--- src/sv/gmcp_pkg.sv ---
// Package for the grid max coin path unit: field widths, register indexes,
// controller states and the command/status bundles between control and datapath.
// No dependencies.
package gmcp_pkg;

   localparam int RC_W      = 5;
   localparam int CFG_W     = 6;
   localparam int COINS_W   = 4;
   localparam int TOTAL_W   = 10;
   localparam int SCORE_W   = 11;
   localparam int CSR_IDX_W = 2;
   localparam int PATH_W    = 2 * RC_W;

   localparam logic [CSR_IDX_W-1:0] CSR_NUM_ROWS = 2'd0;
   localparam logic [CSR_IDX_W-1:0] CSR_NUM_COLS = 2'd1;

   typedef logic signed [SCORE_W-1:0] score_type;

   localparam score_type NO_SCORE = -11'sd1;

   typedef enum logic [2:0] {
      ST_LOAD,
      ST_RECORD,
      ST_TRACE_UP,
      ST_TRACE_LEFT,
      ST_TRACE_STEP,
      ST_EMIT_RD,
      ST_EMIT_OUT
   } gmcp_state_type;

   typedef struct packed {
      logic load;
      logic csr_wr;
      logic rec;
      logic rd_up;
      logic rd_left;
      logic step;
      logic emit_rd;
      logic emit_next;
   } gmcp_cmd_type;

   typedef struct packed {
      logic cell_last;
      logic cell_reach;
      logic at_start;
      logic emit_last;
   } gmcp_sts_type;

endpackage

--- src/sv/gmcp_ctrl.sv ---
// Controller of the grid max coin path unit: sequences load, traceback and
// result beats, and drives the handshakes. Depends on gmcp_pkg.
module gmcp_ctrl
   import gmcp_pkg::*;
(
   input  logic         clock,
   input  logic         reset,
   input  logic         req_tvalid,
   output logic         req_tready,
   input  logic         csr_valid,
   output logic         csr_ready,
   output logic         rsp_tvalid,
   input  logic         rsp_tready,
   output gmcp_cmd_type cmd,
   input  gmcp_sts_type sts
);

   gmcp_state_type state_ff, state_in;

   always_ff @(posedge clock) begin
      if (reset) begin
         state_ff <= ST_LOAD;
      end else begin
         state_ff <= state_in;
      end
   end

   always_comb begin
      state_in   = state_ff;
      cmd        = '0;
      req_tready = 1'b0;
      csr_ready  = 1'b0;
      rsp_tvalid = 1'b0;
      case (state_ff)
         ST_LOAD: begin
            csr_ready  = 1'b1;
            req_tready = !csr_valid;
            cmd.csr_wr = csr_valid;
            cmd.load   = req_tvalid && !csr_valid;
            if (cmd.load && sts.cell_last) begin
               state_in = sts.cell_reach ? ST_RECORD : ST_EMIT_OUT;
            end
         end
         ST_RECORD: begin
            cmd.rec  = 1'b1;
            state_in = sts.at_start ? ST_EMIT_RD : ST_TRACE_UP;
         end
         ST_TRACE_UP: begin
            cmd.rd_up = 1'b1;
            state_in  = ST_TRACE_LEFT;
         end
         ST_TRACE_LEFT: begin
            cmd.rd_left = 1'b1;
            state_in    = ST_TRACE_STEP;
         end
         ST_TRACE_STEP: begin
            cmd.step = 1'b1;
            state_in = ST_RECORD;
         end
         ST_EMIT_RD: begin
            cmd.emit_rd = 1'b1;
            state_in    = ST_EMIT_OUT;
         end
         ST_EMIT_OUT: begin
            rsp_tvalid = 1'b1;
            if (rsp_tready) begin
               if (sts.emit_last) begin
                  state_in = ST_LOAD;
               end else begin
                  cmd.emit_next = 1'b1;
                  state_in      = ST_EMIT_RD;
               end
            end
         end
         default: begin
            state_in = ST_LOAD;
         end
      endcase
   end

endmodule

--- config.mk ---
export PLATFORM = sky130hd
export DESIGN_NAME = gmcp_ctrl
export DESIGN_NICKNAME = d
export VERILOG_FILES = /design/src/sv/gmcp_pkg.sv /design/src/sv/gmcp_ctrl.sv
export SDC_FILE = /design/constraint.sdc
export NUM_CORES = 1
export LEC_CHECK = 0
export ABC_AREA = 1
export BUFFER_PORTS_ARGS = -buffer_cell sky130_fd_sc_hd__buf_2
export CAP_MARGIN = 10
export CORE_AREA = 10 10 47 49
export DETAILED_ROUTE_END_ITERATION = 10
export DIE_AREA = 0 0 57 59
export PLACE_DENSITY_LB_ADDON = 0.15
export SYNTH_ARGS = -nofsm -noshare
export SYNTH_HDL_FRONTEND = slang
export SYNTH_SLANG_ARGS = --single-unit
--- constraint.sdc ---
create_clock -name clock -period 1 [get_ports clock]
set_input_delay 0.2 -clock clock [delete_from_list [all_inputs] [get_ports clock]]
set_output_delay 0.2 -clock clock [all_outputs]
set_load 0.02 [all_outputs]
## Word-level counts from Yosys, hierarchy flattened

Index checks and enable logic that the tools add are counted.

| storage, ports and cells | value |
|---|---|
| register bits after elaboration | 3 |
| bits of input ports | 9 |
| output and inout port bits | 11 |
| logic and storage cells | 32 |

| operators by class | value |
|---|---|
| equality and inequality tests | 8 |
| muxes and demuxes | 18 |
| reduce and logical (&&, ||, !) cells | 5 |

Operators with widths:

| operator | number |
|---|---|
| one-hot mux 3 bit (7 select lines) | 1 |
| 2-to-1 mux 3 bit | 5 |
| 2-to-1 mux 1 bit | 11 |
| equality test 3 bit (second input constant) | 3 |
| equality test 3 x 2 -> 1 bit (second input constant) | 2 |
| inequality test 2 bit (second input constant) | 2 |
| equality test 3 x 1 -> 1 bit (second input constant) | 1 |
| zero test 3 bit | 1 |
| logical AND 1 bit | 2 |
| 2-to-1 mux 2 bit | 1 |
| AND reduction 2 bit | 1 |
| zero test 1 bit | 1 |

## Longest topological paths before layout

| logic depth | value |
|---|---|
| depth in word-level cells | 5 |
| gate-level depth with buffers | 8 |

## Least setup slack after synthesis

No wires, ideal clock.

| timing path | value |
|---|---|
| path type | reg-to-reg |
| start point | register state_ff[1] |
| end point | register state_ff[1] |
| arrival time | 1.153 ns |
| slack | -0.219 ns |
| stages on the path, launching flop included | 7 |
| buffers on the path | 0 |
| clock period less this slack | 1.219 ns |
| path through | dfxtp_1 inv_2 nor3_2 nor2_1 nand2_1 nand2_1 a21oi_2 |

| between the ends | value |
|---|---|
| cells in the longest elaborated chain, start to end | 3 |

Ends and longest elaborated chain:

| element | line | source |
|---|---|---|
| start, declared | gmcp_ctrl.sv:18 | `gmcp_state_type state_ff, state_in;` |
| start signal, assigned | gmcp_ctrl.sv:24 | `state_ff <= state_in;` |
| equality test 3 bit / zero test 3 bit (equally long branches) | gmcp_ctrl.sv:34 | `case (state_ff)` |
| inequality test 2 bit (no source line) | n/a |  |
| AND reduction 2 bit (no source line) | n/a |  |

Several ways; a longest one is shown, not always the timed one.
A chain may end at the register's enable or synchronous reset.

==> reports/qor.yml <==
critical_path.max_fanout: 6
clkSinkCount: 3
timing.final.crit_share_pct: 128
largest_family_of_logic_cells_by_synthesized_area: "simple AND/OR/NAND/NOR gates"
slew_headroom_pct: 86.6
static-leakage-power_uw: 0.000355
final_critical_path_setup_slack_ns: -0.279
timing.final.crit_period_ns: 1.28
floorplan.initialDensity_pct: 21.8
wl_per_cell_microns: 10.7
crit_path_end_kind: "primary output"
worstPathRequired_ns: 0.80
detail_route.first_pass.iterations: 4
drv_slew: 0
dieWidth_microns: 57
total_nets_final: 98
dieArea_sq_mm: 0.00336
die_height_microns: 59
synthMuxAreaShare_pct: 0
antenna_found_initial: 0
layout_commonest_cell: "sky130_fd_sc_hd__buf_4"
rsz0062_at_grt: "true"
synthesis.nets: 62
ctsHoldBuffers: 0
synthSimpleGateAreaFrac_pct: 53.3
grt_first_pass_wirelength_microns: 1890
setup_total_negative_slack_ns: -3.11
core_area_sq_mm: 0.00140
violations_in_the_final_reports: "setup timing"
synth-adder-area-share_pct: 0
ys_top_cells_by_area: "sky130_fd_sc_hd__dfxtp_1, sky130_fd_sc_hd__inv_1, sky130_fd_sc_hd__nand2_1"
htree_num_levels: 1
timing.critical_path.cells: "nor2_4 -> nand2_4 -> nor2_2 -> buf_4"
diodes: 0
yosysSeqAreaShare_pct: 19.7
power.density_mw_per_mm2: 1400
setup.worst_path.end: "cmd[6]"
tritoncts: "yes"
cpMaxStageDelayCell: "sky130_fd_sc_hd__dfxtp_4"
multi_input_comb_area_sq_um: 264
clock_skew_ns: 0.00132
worst_setup_hold_path_clk_slew_ns: 0.03
synth_compound_area_share_pct: 9.43
avgSynthCellArea_sq_um: 5.76
yosysUniqueCellTypes: 18
via_count_of_the_first_global_routing_pass: 461
cts_root_buf: "sky130_fd_sc_hd__clkbuf_4"
final_cell_mix: "sky130_fd_sc_hd__buf_4, sky130_fd_sc_hd__buf_6, sky130_fd_sc_hd__nand2_1"
drtIter0Drc: 3
worstHoldPathCells: 2
layout.filler_cells: 149
route.detailed.drc: 0
hold_path.class: "in2reg"
layout.area.seq_sq_um: 71.3
post_route_cells_drive_above_1_share_pct: 68.2
ant_nets_after_route: 0
cap_violations: 0
place.gp.congestion: 0.774
peakVddDrop_v: 0.000716
synth.cell_area_sq_um: 305
maximum_root_to_sink_buffer_count: 2
dr_total_vias: 440
largest_register_ff_count: 3
grt.overflow.total: 0
rows: 14
synth_top_cell_by_area: "sky130_fd_sc_hd__dfxtp_1"
synthCells: 53
yosys.area.top_type_share_pct: 19.7
rr_worst_depth: 7
synth-xor-area-share_pct: 0
route.detailed.vias_per_inst: 4.23
setup_viol: 14
reg_to_reg_critical_path_endpoint: "state_ff[2]"
rrSetupSlack_ns: -0.19
dp_hpwl_microns: 844
regMostFlops: "state_ff"
worst_flop_to_flop_path_startpoint: "state_ff[1]"
port_buffers: 19
critical_path_class: "reg2out"
worstSetupStartpoint: "state_ff[1]"
status: "complete, but fails checks"
worst-endpoint-arrival_ns: 1.08
latest_clock_arrival_within_the_worst_skew_pair_ns: 0.23
critPathMaxStageDelay_ns: 0.38
fmaxAchievable_mhz: 782
cts-buffers-inserted: 3
layout_top_registers: "state_ff x3"
boundaryPins: 20
finalPower_uw: 986
syn_to_final_growth_pct: 131
timing.final.hold_violations: 0
detail_route.wirelength_microns: 1110
yosys_register_bits: 3
worstSetupStartpointType: "flop"
max_slew.worst_pin.slew_ns: 0.200
global_route.usage.total_pct: 6.58
yosys_warnings: 0
grt_start_max_net_pins: 8
worst max-delay path, delay by kind of cell (launching register included):
family / cells / cell delay, ns
buf+inv: 1 / 0.14
flops: 1 / 0.38
simple gates: 3 / 0.33
layout make-up:
| cell class | count | share of cell area, % |
|---|---|---|
| repair buffers | 32 | 38.3 |
| clock buffers | 4 | 3.72 |
| inverters | 13 | 7.62 |
| multi-input cells | 36 | 37.4 |
| flip-flops and latches | 3 | 10.1 |
| well taps | 16 | 2.84 |
synthesized netlist by cell type:
library cell,n
sky130_fd_sc_hd__dfxtp_1,3
sky130_fd_sc_hd__inv_2,3
sky130_fd_sc_hd__nand3_2,1
sky130_fd_sc_hd__nand2_1,9
sky130_fd_sc_hd__nor3_1,1
sky130_fd_sc_hd__nor2_4,1
sky130_fd_sc_hd__o21ai_0,1
sky130_fd_sc_hd__nor2_1,8
sky130_fd_sc_hd__a21oi_2,1
sky130_fd_sc_hd__inv_1,10
sky130_fd_sc_hd__nand4_1,2
sky130_fd_sc_hd__nand2_2,1
sky130_fd_sc_hd__nor3_2,2
sky130_fd_sc_hd__nand3_1,3
sky130_fd_sc_hd__a21oi_1,1
sky130_fd_sc_hd__nor2_2,3
sky130_fd_sc_hd__o21ai_1,2
sky130_fd_sc_hd__buf_2,1
kinds of logic after synthesis:
family | count (synthesis)
flip-flops | 3
AND/OR/NAND/NOR | 31
AO/OA/AOI/OAI | 5
buffers and inverters | 14
per-stage QoR:
step	hold slack (ns)	instances	area [sq um]	utilization, %	setup WS [ns]
3_5_place_dp	0.389	93	503	35.9	-0.201
3_3_place_gp	0.394	93	503	35.9	-0.159
6_report	0.157	104	706	50.4	-0.279
2_1_floorplan	0.253	53	350	-	-0.0788
4_1_cts	0.144	101	637	45.4	-0.268
5_1_grt	0.164	104	706	50.4	-0.328
power breakdown:
part           total [uW]  leakage, uW  internal [uW]  switching, uW
registers             188    0.0000267            140           48.5
logic                 590     0.000313            293            297
clock network         208    0.0000150            149           58.3
total                 986     0.000355            582            404
metal layers:
metal  share of wire (%)  GRT usage [%]  vias to the layer above
met4                   0           3.02                        0
met1                  43           7.41                      195
met3                 5.6           1.50                        0
met5                   0              0                        -
li1                    -              -                      233
met2                  51           11.5                       12
worst min path at each step:
stage                from     endpoint  slack (ns)
finish              reset  state_ff[1]        0.16
CTS                 reset  state_ff[1]        0.14
global route        reset  state_ff[1]        0.16
floorplan           reset  state_ff[1]        0.25
global placement    reset  state_ff[1]        0.39
detailed placement  reset  state_ff[1]        0.39
timing repair:
item,CTS,global route
buffers inserted,4,3
resized for setup,25,9
pin swaps,4,3
endpoints found under the setup margin,14,14
No activity file was read; power rests on OpenSTA's default activity.
